<file path="src/rtl/core/clnbw_pkg.sv">
package clnbw_pkg;

  // Input item kinds
  typedef enum logic [1:0] {
    ITEM_INIT  = 2'd0,
    ITEM_BEGIN = 2'd1,
    ITEM_CHAR  = 2'd2,
    ITEM_CLEAR = 2'd3
  } item_kind_e;

  // Work handed from the front to the back
  typedef enum logic [2:0] {
    JOB_INIT,
    JOB_BEGIN,
    JOB_CLEAR,
    JOB_NEWLINE,
    JOB_DATA,
    JOB_DATA_WRAP
  } job_kind_e;

  typedef struct packed {
    logic [1:0] kind;
    logic [7:0] char_code;
  } item_t;

  typedef struct packed {
    logic [7:0] expander_byte;
    logic       last;
  } result_t;

  typedef struct packed {
    job_kind_e  kind;
    logic [7:0] data;
  } job_t;

  typedef struct packed {
    logic valid;
    job_t job;
  } job_push_t;

  typedef struct packed {
    logic valid;
    job_t job;
  } job_head_t;

  localparam logic [7:0] CHAR_END     = 8'h00;
  localparam logic [7:0] CHAR_NEWLINE = 8'h0A;

  localparam logic [3:0] WAKE_NIBBLE      = 4'h3;
  localparam logic [3:0] FOUR_BIT_NIBBLE  = 4'h2;
  localparam logic [7:0] CMD_FUNCTION_SET = 8'h28;
  localparam logic [7:0] CMD_DISPLAY_ON   = 8'h0C;
  localparam logic [7:0] CMD_CLEAR        = 8'h01;
  localparam logic [7:0] CMD_ENTRY_MODE   = 8'h06;
  localparam logic [7:0] CMD_CURSOR_ROW0  = 8'h80;
  localparam logic [7:0] CMD_CURSOR_ROW1  = 8'h80 | 8'h40;

  localparam int unsigned QUEUE_DEPTH = 4;
  localparam int unsigned QPTR_W      = 2;
  localparam int unsigned QCNT_W      = 3;

  // Index of the final nibble of each job
  function automatic logic [3:0] job_last_idx(job_kind_e kind);
    logic [3:0] n;
    n = 4'd1;
    case (kind)
      JOB_INIT:      n = 4'd13;
      JOB_BEGIN:     n = 4'd5;
      JOB_DATA_WRAP: n = 4'd3;
      default:       n = 4'd1;
    endcase
    return n;
  endfunction

  // Returns {register_select, nibble} for nibble idx of a job
  function automatic logic [4:0] job_nibble(job_kind_e kind, logic [7:0] data,
                                            logic [3:0] idx);
    logic [7:0] val;
    logic       rs;
    logic       raw;
    logic [3:0] raw_nib;
    val     = CMD_CLEAR;
    rs      = 1'b0;
    raw     = 1'b0;
    raw_nib = WAKE_NIBBLE;
    case (kind)
      JOB_INIT: begin
        if (idx < 4'd4) begin
          raw     = 1'b1;
          raw_nib = (idx == 4'd3) ? FOUR_BIT_NIBBLE : WAKE_NIBBLE;
        end else begin
          case (idx[3:1])
            3'd2:    val = CMD_FUNCTION_SET;
            3'd3:    val = CMD_DISPLAY_ON;
            3'd4:    val = CMD_CLEAR;
            3'd5:    val = CMD_ENTRY_MODE;
            default: val = CMD_CURSOR_ROW0;
          endcase
        end
      end
      JOB_BEGIN:   val = (idx[3:1] == 3'd0) ? CMD_CLEAR : CMD_CURSOR_ROW0;
      JOB_CLEAR:   val = CMD_CLEAR;
      JOB_NEWLINE: val = CMD_CURSOR_ROW1;
      JOB_DATA: begin
        val = data;
        rs  = 1'b1;
      end
      JOB_DATA_WRAP: begin
        if (idx[1] == 1'b0) begin
          val = data;
          rs  = 1'b1;
        end else begin
          val = CMD_CURSOR_ROW1;
        end
      end
      default: val = CMD_CLEAR;
    endcase
    if (raw) begin
      return {rs, raw_nib};
    end
    return {rs, (idx[0] ? val[3:0] : val[7:4])};
  endfunction

endpackage

</file>
<file path="src/rtl/core/char_lcd_nibble_bus_writer_core.sv">
// A taken item is registered in the job queue before the back end loads its first byte.
// One expander byte per cycle while result_ready holds; an item yields 4 to 28 bytes,
// set by the nibble sequencer in the back end; an item with no bytes queues no job.
// A four-entry job queue lets the front take items while the back end is still sending.
// Reset (synchronous, rst high) homes the cursor, clears the message counters,
// empties the queue and output register, and turns the backlight bit on.
module char_lcd_nibble_bus_writer_core
  import clnbw_pkg::*;
#(
  parameter int unsigned LINE_LENGTH = 16,
  parameter int unsigned MAX_MESSAGE = 80
) (
  input  logic    clk,
  input  logic    rst,
  input  logic    cfg_write,
  input  logic    cfg_data,
  input  logic    item_valid,
  output logic    item_ready,
  input  item_t   item,
  output logic    result_valid,
  input  logic    result_ready,
  output result_t result
);

  job_push_t push;
  job_head_t head;
  logic      queue_full;
  logic      pop;

  clnbw_front #(
    .LINE_LENGTH (LINE_LENGTH),
    .MAX_MESSAGE (MAX_MESSAGE)
  ) u_front (
    .clk        (clk),
    .rst        (rst),
    .item_valid (item_valid),
    .item_ready (item_ready),
    .item       (item),
    .queue_full (queue_full),
    .push       (push)
  );

  clnbw_queue u_queue (
    .clk  (clk),
    .rst  (rst),
    .push (push),
    .full (queue_full),
    .head (head),
    .pop  (pop)
  );

  clnbw_back u_back (
    .clk          (clk),
    .rst          (rst),
    .cfg_write    (cfg_write),
    .cfg_data     (cfg_data),
    .head         (head),
    .pop          (pop),
    .result_valid (result_valid),
    .result_ready (result_ready),
    .result       (result)
  );

endmodule

</file>
<file path="src/rtl/core/clnbw_front.sv">
module clnbw_front
  import clnbw_pkg::*;
#(
  parameter int unsigned LINE_LENGTH = 16,
  parameter int unsigned MAX_MESSAGE = 80
) (
  input  logic      clk,
  input  logic      rst,
  input  logic      item_valid,
  output logic      item_ready,
  input  item_t     item,
  input  logic      queue_full,
  output job_push_t push
);

  localparam int unsigned COL_W   = $clog2(LINE_LENGTH + 1);
  localparam int unsigned TAKEN_W = $clog2(MAX_MESSAGE + 1);

  logic               cursor_row, cursor_row_next;
  logic [COL_W-1:0]   cursor_column, cursor_column_next;
  logic [TAKEN_W-1:0] chars_taken, chars_taken_next;
  logic               message_ended, message_ended_next;

  logic               accept;
  logic [COL_W-1:0]   col_inc;

  assign item_ready = !queue_full;
  assign accept     = item_valid && item_ready;

  always_comb begin
    cursor_row_next    = cursor_row;
    cursor_column_next = cursor_column;
    chars_taken_next   = chars_taken;
    message_ended_next = message_ended;
    push.valid         = 1'b0;
    push.job.kind      = JOB_CLEAR;
    push.job.data      = item.char_code;
    col_inc = (cursor_column < COL_W'(LINE_LENGTH)) ? cursor_column + 1'b1
                                                    : cursor_column;
    if (accept) begin
      case (item_kind_e'(item.kind))
        ITEM_INIT: begin
          cursor_row_next    = 1'b0;
          cursor_column_next = '0;
          push.valid         = 1'b1;
          push.job.kind      = JOB_INIT;
        end
        ITEM_BEGIN: begin
          cursor_row_next    = 1'b0;
          cursor_column_next = '0;
          chars_taken_next   = '0;
          message_ended_next = 1'b0;
          push.valid         = 1'b1;
          push.job.kind      = JOB_BEGIN;
        end
        ITEM_CLEAR: begin
          push.valid    = 1'b1;
          push.job.kind = JOB_CLEAR;
        end
        ITEM_CHAR: begin
          // drop characters after the end or past the message limit
          if (!message_ended && chars_taken < TAKEN_W'(MAX_MESSAGE)) begin
            chars_taken_next = chars_taken + 1'b1;
            if (item.char_code == CHAR_END) begin
              message_ended_next = 1'b1;
            end else if (item.char_code == CHAR_NEWLINE) begin
              cursor_row_next    = 1'b1;
              cursor_column_next = '0;
              push.valid         = 1'b1;
              push.job.kind      = JOB_NEWLINE;
            end else if (col_inc >= COL_W'(LINE_LENGTH) && !cursor_row) begin
              cursor_row_next    = 1'b1;
              cursor_column_next = '0;
              push.valid         = 1'b1;
              push.job.kind      = JOB_DATA_WRAP;
            end else begin
              cursor_column_next = col_inc;
              push.valid         = 1'b1;
              push.job.kind      = JOB_DATA;
            end
          end
        end
        default: push.valid = 1'b0;
      endcase
    end
  end

  always_ff @(posedge clk) begin
    if (rst) begin
      cursor_row    <= 1'b0;
      cursor_column <= '0;
      chars_taken   <= '0;
      message_ended <= 1'b0;
    end else begin
      cursor_row    <= cursor_row_next;
      cursor_column <= cursor_column_next;
      chars_taken   <= chars_taken_next;
      message_ended <= message_ended_next;
    end
  end

  a_column_bound: assert property (@(posedge clk) disable iff (rst)
    cursor_column <= COL_W'(LINE_LENGTH))
    else $error("cursor column past line length");

  a_row0_no_full_line: assert property (@(posedge clk) disable iff (rst)
    !cursor_row |-> cursor_column < COL_W'(LINE_LENGTH))
    else $error("row 0 holds a full line without wrapping");

endmodule

</file>
<file path="src/rtl/core/clnbw_queue.sv">
module clnbw_queue
  import clnbw_pkg::*;
(
  input  logic      clk,
  input  logic      rst,
  input  job_push_t push,
  output logic      full,
  output job_head_t head,
  input  logic      pop
);

  job_t              entries [QUEUE_DEPTH];
  logic [QPTR_W-1:0] wr_ptr;
  logic [QPTR_W-1:0] rd_ptr;
  logic [QCNT_W-1:0] count;

  assign full       = (count == QCNT_W'(QUEUE_DEPTH));
  assign head.valid = (count != '0);
  assign head.job   = entries[rd_ptr];

  always_ff @(posedge clk) begin
    if (push.valid && !full) begin
      entries[wr_ptr] <= push.job;
    end
  end

  always_ff @(posedge clk) begin
    if (rst) begin
      wr_ptr <= '0;
      rd_ptr <= '0;
      count  <= '0;
    end else begin
      if (push.valid && !full) begin
        wr_ptr <= wr_ptr + 1'b1;
      end
      if (pop && head.valid) begin
        rd_ptr <= rd_ptr + 1'b1;
      end
      count <= count + QCNT_W'(push.valid && !full) - QCNT_W'(pop && head.valid);
    end
  end

  a_no_pop_empty: assert property (@(posedge clk) disable iff (rst)
    pop |-> head.valid)
    else $error("pop from empty queue");

  a_no_push_full: assert property (@(posedge clk) disable iff (rst)
    push.valid |-> !full)
    else $error("push into full queue");

endmodule

</file>
<file path="src/rtl/core/clnbw_back.sv">
module clnbw_back
  import clnbw_pkg::*;
(
  input  logic      clk,
  input  logic      rst,
  input  logic      cfg_write,
  input  logic      cfg_data,
  input  job_head_t head,
  output logic      pop,
  output logic      result_valid,
  input  logic      result_ready,
  output result_t   result
);

  logic       backlight_on;
  logic [3:0] nib_idx;
  logic       phase;      // 0: enable-high byte, 1: enable-low byte
  logic       load;
  logic       at_last_nib;
  logic [4:0] rs_nib;

  assign load        = head.valid && (!result_valid || result_ready);
  assign at_last_nib = (nib_idx == job_last_idx(head.job.kind));
  assign rs_nib      = job_nibble(head.job.kind, head.job.data, nib_idx);
  assign pop         = load && phase && at_last_nib;

  always_ff @(posedge clk) begin
    if (rst) begin
      backlight_on <= 1'b1;
    end else if (cfg_write) begin
      backlight_on <= cfg_data;
    end
  end

  always_ff @(posedge clk) begin
    if (load) begin
      result.expander_byte <= {rs_nib[3:0], backlight_on, ~phase, 1'b0, rs_nib[4]};
      result.last          <= phase && at_last_nib;
    end
  end

  always_ff @(posedge clk) begin
    if (rst) begin
      result_valid <= 1'b0;
      nib_idx      <= '0;
      phase        <= 1'b0;
    end else begin
      if (load) begin
        result_valid <= 1'b1;
        phase        <= ~phase;
        // advance to the next nibble after its enable-low byte
        if (phase) begin
          nib_idx <= at_last_nib ? '0 : nib_idx + 1'b1;
        end
      end else if (result_ready) begin
        result_valid <= 1'b0;
      end
    end
  end

  a_idx_in_job: assert property (@(posedge clk) disable iff (rst)
    head.valid |-> nib_idx <= job_last_idx(head.job.kind))
    else $error("nibble index past end of transaction");

  a_idle_at_start: assert property (@(posedge clk) disable iff (rst)
    !head.valid |-> (nib_idx == '0 && !phase))
    else $error("sequencer not at start while queue empty");

endmodule
</file>
<file path="config.mk">
export PLATFORM = sky130hd
export DESIGN_NAME = char_lcd_nibble_bus_writer_core
export DESIGN_NICKNAME = d
export VERILOG_FILES = /design/src/rtl/core/clnbw_pkg.sv /design/src/rtl/core/char_lcd_nibble_bus_writer_core.sv /design/src/rtl/core/clnbw_front.sv /design/src/rtl/core/clnbw_queue.sv /design/src/rtl/core/clnbw_back.sv
export SDC_FILE = /design/constraint.sdc
export NUM_CORES = 1
export LEC_CHECK = 0
export BUFFER_PORTS_ARGS = -buffer_cell sky130_fd_sc_hd__buf_2
export CORE_AREA = 2 2 100 175
export DETAILED_ROUTE_END_ITERATION = 7
export DIE_AREA = 0 0 102 177
export PLACE_DENSITY = 0.45
export SETUP_SLACK_MARGIN = 0.1
export SYNTH_ARGS = -nofsm -noshare
export SYNTH_HDL_FRONTEND = slang
export SYNTH_SLANG_ARGS = --single-unit
</file>
<file path="constraint.sdc">
create_clock -name clk -period 5.7 [get_ports clk]
set_clock_uncertainty 0.05 [all_clocks]
set_input_delay 0.285 -clock clk [delete_from_list [all_inputs] [get_ports clk]]
set_output_delay 0.285 -clock clk [all_outputs]
set_load 0.005 [all_outputs]
</file>
==> metrics.yaml, run 1 <==
status: "finished clean"
p_seq_share_pct: 46.7
grt_max_degree: 26
antenna_cells: 0
start_util_pct: 23.5
clkSinkCount: 82
timing.final.max_slew_violations: 0
rows: 63
rsz0062_at_grt: "false"
fin_util_pct: 27.5
synth-edff-count: 52
grt_usage_pct: 10.2
whs_ps: 104
synthTopCellsByCount: "52 x edfxtp_1, 30 x dfxtp_1, 28 x a21oi_1, 26 x nor2_1, 17 x nand2_1"
core_mm2: 0.0167
crit_arrival_ps: 3990
yosys_warnings: 0
fin_ws_ps: 1880
grt_first_pass_wirelength_mm: 13.7
cts.path.max_buffers: 2
final_hold_viol_count: 0
cts_resized: 0
routed_via_density: 4.42
synth_seq_cells: 82
fin_crit_sh_pct: 67.1
synth_area_per_cell_um2: 11.9
worstSetupPathType: "reg -> reg"
finalSetupTns_ps: 0
path_cells: "mux4_2, or3_4, xor2_1, nand2_2, nor3_2, ha_1, inv_1, ha_1, fa_1, nor2b_1"
power_frac_clock_pct: 41.7
dr_total_vias: 2585
syn_to_final_growth_pct: 17.0
dpl_worst_slack_ps: 1840
place_area_mm2: 0.00427
cellLeakagePower_nw: 1.56
drt-initial-drc-count: 133
cts-root-buf: "clkbuf_16"
antenna_left: 0
slowest_stage: "dfxtp_1"
cts_tree: "yes"
ys.flop_type: "edfxtp_1"
ys_async_sr_fraction_pct: 0
synth_cell_types: 55
routed_wl_mm: 8.48
cap_violations: 0
synth_nets: 361
synthesis.instances: 331
post_drt_wl_per_cell_um: 14.5
vdd_ir_drop_max_mv: 0.114
setup_viol: 0
stdcell_count: 585
route.detailed.drc: 0
start_kind: "register"
synth.largest_area_cell: "edfxtp_1"
die_height_um: 177
worstHoldPathType: "in -> reg"
postLayoutCellArea_mm2: 0.00460
clk_latency_ps: 340
synth_top_area_share_pct: 39.8
place_inst: 569
cpMostUsedCell: "ha_1"
dieWidth_um: 102
drt-pass1-iter-count: 6
grt_pass1_vias: 2668
min_period_ps: 3820
drive_gt1_share_pct: 17.0
post-cts-setup-buffers: 0
fin_nets: 383
tightest_slew_ps: 1030
placement.io_buffers: 25
max-slew-margin-rel_pct: 29.7
pin_count: 27
power.switching_uw: 374
end_kind: "register"
antenna_found_initial: 0
cell_internal_pwr_mw: 1.14
ys_seq_area_share_pct: 55.1
dp_hpwl_mm: 6.26
clock.fmax_mhz: 261
power.density_mw_per_mm2: 329
synth_most_common_cell: "edfxtp_1"
cp.required_ps: 5860
grt_overflow: 0
cts_hold_buf: 0
netlist_area_mm2: 0.00393
place_congestion: 0.760
synth.area.top_cells: "edfxtp_1 40%, dfxtp_1 15%, mux4_2 6.3%"
p_sw_share_pct: 24.7
combPwrFrac_pct: 11.6
numCtsBuffers: 9
crit_path_max_incr_delay_ps: 870
clk_pin_slew_ps: 60
die_area_mm2: 0.0181
total_power_mw: 1.51
htreeDepth: 3
critPathMaxFanout: 17
## metal layers
metal	wire length, um	GRT usage [%]	up-vias
met2	4910	19.4	31
met1	3230	10.0	1266
li1	-	-	1281
met4	176	5.22	0
met3	169	2.09	7
met5	0	0	-
## power groups by stage
stage	Combinational (mW)	Sequential (mW)	Clock, mW
global placement	0.175	0.720	0
global route	0.200	0.713	0.682
floorplan	0.122	0.710	0
finish	0.176	0.707	0.631
detailed placement	0.179	0.720	0
CTS	0.181	0.707	0.651
## cell type report
| type | count | area, um^2 |
|---|---|---|
| clock buffers | 9 | 225 |
| clock inverters | 7 | 104 |
| fillers | 1791 | 12100 |
| inverters | 13 | 48.8 |
| multi-input cells | 221 | 1640 |
| flip-flops and latches | 82 | 2160 |
| well taps | 227 | 284 |
| repair buffers | 26 | 133 |
## cell usage in the layout, fill, tap and decap left out, types with 3 or more instances in the layout
master,n
o31ai_1,3
o21ai_0,9
nor2b_1,8
clkinv_4,5
edfxtp_1,52
and2_1,6
nand2_1,17
dfxtp_1,30
xor2_1,6
nand2b_1,9
clkbuf_16,9
nand3_1,4
ha_1,13
a31oi_1,3
o22ai_1,5
a211oi_1,3
mux4_2,11
mux2i_1,6
o211ai_1,4
inv_1,13
nand4_1,8
xnor2_1,5
buf_2,25
nor3_1,8
nor2_1,26
a21oi_1,28
mux2_1,3
## sequential cells by signal, indices dropped and copies added (netlist names), named ones only
register	flops
u_queue.entries	44
u_back.phase	1
u_front.chars_taken	7
u_queue.wr_ptr	2
u_queue.rd_ptr	2
u_front.message_ended	1
u_back.backlight_on	1
u_front.cursor_row	1
u_front.cursor_column	5
u_queue.count	3
u_back.nib_idx	4
u_back.result_valid	1
u_back.result	8
## kinds of logic (layout without fill, tap and decap cells)
group,after synthesis,after routing,share of synthesized area [%]
flops,82,82,55.1
mux,22,22,9.27
compound gates,71,71,11.4
fa+ha+maj,14,14,4.65
other cells,1,1,0.0955
xor+xnor,11,11,2.45
simple gates,102,102,13.9
buf+inv,28,55,3.19
## path summary, 6_finish.rpt
kind,from,endpoint,slack [ps],depth (start not counted)
hold reg to reg,u_back.backlight_on,u_back.result[4],380,0
setup reg to reg,register,u_queue.count[1],1880,10
setup / recovery,register,u_queue.count[1],1880,10
hold / removal,cfg_data,u_back.backlight_on,100,2
## worst max-delay path, delay by kind of cell, from the launching register on
family / cells / cell delay [ps]
DFF: 1 / 870
adders and majority gates: 3 / 830
buffers and inverters: 1 / 60
muxes: 1 / 750
and+or+nand+nor: 4 / 950
xor gates and xnor gates: 1 / 180
(Power assumes the default switching activity.)
==> run 2: changes to the inputs <==
--- a/config.mk
+++ b/config.mk
@@ -9,7 +9,7 @@
 export CORE_AREA = 2 2 100 175
 export DETAILED_ROUTE_END_ITERATION = 7
 export DIE_AREA = 0 0 102 177
-export PLACE_DENSITY = 0.45
+export PLACE_DENSITY = 0.46
 export SETUP_SLACK_MARGIN = 0.1
 export SYNTH_ARGS = -nofsm -noshare
 export SYNTH_HDL_FRONTEND = slang
==> constraint.sdc (replaced) <==
create_clock -name clk -period 3.5 [get_ports clk]
set_clock_uncertainty 0.05 [all_clocks]
set_input_delay 0.175 -clock clk [delete_from_list [all_inputs] [get_ports clk]]
set_output_delay 0.175 -clock clk [all_outputs]
set_load 0.005 [all_outputs]
==> run 2 against run 1 <==
Compared with the run above: flip-flop and latch count is the same; global-route usage shrank 0.27 points; utilization grew 0.52 points; cell count is 1.4% higher; worst setup slack got worse by 1600 ps; combinational power grew 66%; sequential power increased by 63%; clock power grew 74%; worst hold slack worse by 91 ps; register-to-register slack worse by 1600 ps; critical path type unchanged; largest cell class unchanged; highest routed layer unchanged.
==> metrics.yaml, run 2 (synthesis results as in run 1) <==
pin_count: 27
crit_arrival_ps: 3340
critPathMaxFanout: 7
grt_max_degree: 26
grt_first_pass_wirelength_mm: 13.6
seq_area_mm2: 0.00216
min_period_ps: 3180
crit_buf_inv: 2
drive_gt1_share_pct: 18.6
route.detailed.drc: 0
post-cts-setup-buffers: 0
final_hold_viol_count: 0
routed_via_density: 4.46
die_area_mm2: 0.0181
clkSinkCount: 82
routed_wl_mm: 8.36
setup_viol: 0
placement.io_buffers: 25
antenna_cells: 0
cts-root-buf: "clkbuf_16"
power_frac_clock_pct: 43.3
syn_to_final_growth_pct: 19.2
dr_total_vias: 2644
core_mm2: 0.0167
clock.fmax_mhz: 315
rows: 63
largest_register_ffs: 44
antenna_left: 0
fin_crit_sh_pct: 90.8
post_drt_wl_per_cell_um: 14.1
cp.required_ps: 3670
timing.final.max_slew_violations: 0
dieWidth_um: 102
final_cell_mix: "52 x edfxtp_1, 29 x dfxtp_1, 28 x a21oi_1, 26 x nor2_1, 25 x buf_2"
htreeDepth: 3
p_seq_share_pct: 45.2
slowest_stage: "fa_1"
cts_tree: "yes"
fin_nets: 391
grt_usage_pct: 9.93
whs_ps: 13.1
crit_path_max_incr_delay_ps: 430
drt-pass1-iter-count: 6
cp_top_family: "adder cells"
start_util_pct: 23.5
grt_overflow: 0
layout_commonest_cell: "edfxtp_1"
status: "finished clean"
numCtsBuffers: 9
clk_latency_ps: 340
cp-endpoint: "u_queue.count[1]"
antenna_found_initial: 0
worstSetupPathType: "reg -> reg"
combPwrFrac_pct: 11.5
end_kind: "register"
cpMostUsedCell: "ha_1"
power.density_mw_per_mm2: 542
path_depth: 11
cap_violations: 0
tightest_slew_ps: 945
rsz0062_at_grt: "false"
p_sw_share_pct: 23.9
multi_input_area_mm2: 0.00164
r2r_cells: 11
path_cells: "buf_4, mux2i_1, mux2_1, a21oi_1, o32a_2, nor3_2, ha_1, inv_1, ha_1, fa_1, nor2b_1"
cell_internal_pwr_mw: 1.93
r2r_setup_slack_ps: 320
grt_pass1_vias: 2706
reg_top3: "u_queue.entries (44), u_back.result (8), u_front.chars_taken (7)"
worstHoldPathType: "in -> reg"
max-slew-margin-rel_pct: 35.4
fillers: 1763
start_kind: "register"
vdd_ir_drop_max_mv: 0.229
finalSetupTns_ps: 0
cts.path.max_buffers: 2
r2r-end: "u_queue.count[1]"
top_register: "u_queue.entries"
power.switching_uw: 606
place_congestion: 0.812
clk_pin_slew_ps: 70
dp_hpwl_mm: 6.09
die_height_um: 177
cellLeakagePower_nw: 1.61
drt-initial-drc-count: 145
[run 2: changes by cell type in the layout (fill, tap and decap cells not counted), sizes merged]
cell         previous run  this run
buf                    26        32
bufinv                  2         3
clkinv                  5         0
clkinvlp                0         1
dlygate4sd3             0         2
inv                    13        16
[run 2: layout make-up]
| type | count | share of cell area (%) |
|---|---|---|
| tap | 227 | 6.07 |
| clock buffer | 9 | 4.81 |
| timing repair buffer | 34 | 4.22 |
| multi-input combinational | 221 | 35.0 |
| sequential | 82 | 46.2 |
| clock inverter | 7 | 2.65 |
| inverter | 13 | 1.04 |
[run 2: worst min path at each step]
stage,start,end,slack [ps],cells after the start
floorplan,item[0],u_queue.entries[0][0],220,0
global placement,cfg_data,u_back.backlight_on,330,2
detailed placement,cfg_data,u_back.backlight_on,340,2
CTS,item[5],u_queue.entries[2][5],0.9,1
global route,item[0],u_queue.entries[0][0],9,1
finish,item[5],u_queue.entries[0][5],10,1
[run 2: repair_timing]
action,4_1_cts,5_1_grt
hold endpoints to repair,1,0
gates resized for setup,0,1
endpoints found under the setup margin,0,2
hold buffers,2,0
[run 2: metrics by stage]
step / worst slack (ps) / total power [mW] / cell area, um^2 / util (%) / instances
after global routing: 147 / 2.66 / 4680 / 28.0 / 593
final: 323 / 2.54 / 4680 / 28.0 / 593
after floorplan: 462 / 1.35 / 3930 / - / 331
after CTS: 223 / 2.58 / 4680 / 28.0 / 593
after detailed placement: 223 / 1.46 / 4310 / 25.8 / 575
after global placement: 307 / 1.46 / 4310 / 25.8 / 575
[run 2: power by group through the flow]
stage	Sequential, mW	Combinational [mW]	Clock, mW
2_1_floorplan	1.16	0.198	0
3_5_place_dp	1.17	0.295	0
5_1_grt	1.16	0.334	1.17
6_report	1.15	0.292	1.10
4_1_cts	1.15	0.298	1.13
3_3_place_gp	1.17	0.291	0
[run 2: routing by layer]
| layer | up-vias | part of all wire, % | GRT usage, % |
|---|---|---|---|
| li1 | 1295 | - | - |
| met1 | 1273 | 37 | 9.75 |
| met2 | 55 | 57 | 18.7 |
| met3 | 21 | 3.1 | 1.97 |
| met4 | 0 | 3.7 | 5.56 |
| met5 | - | 0 | 0 |
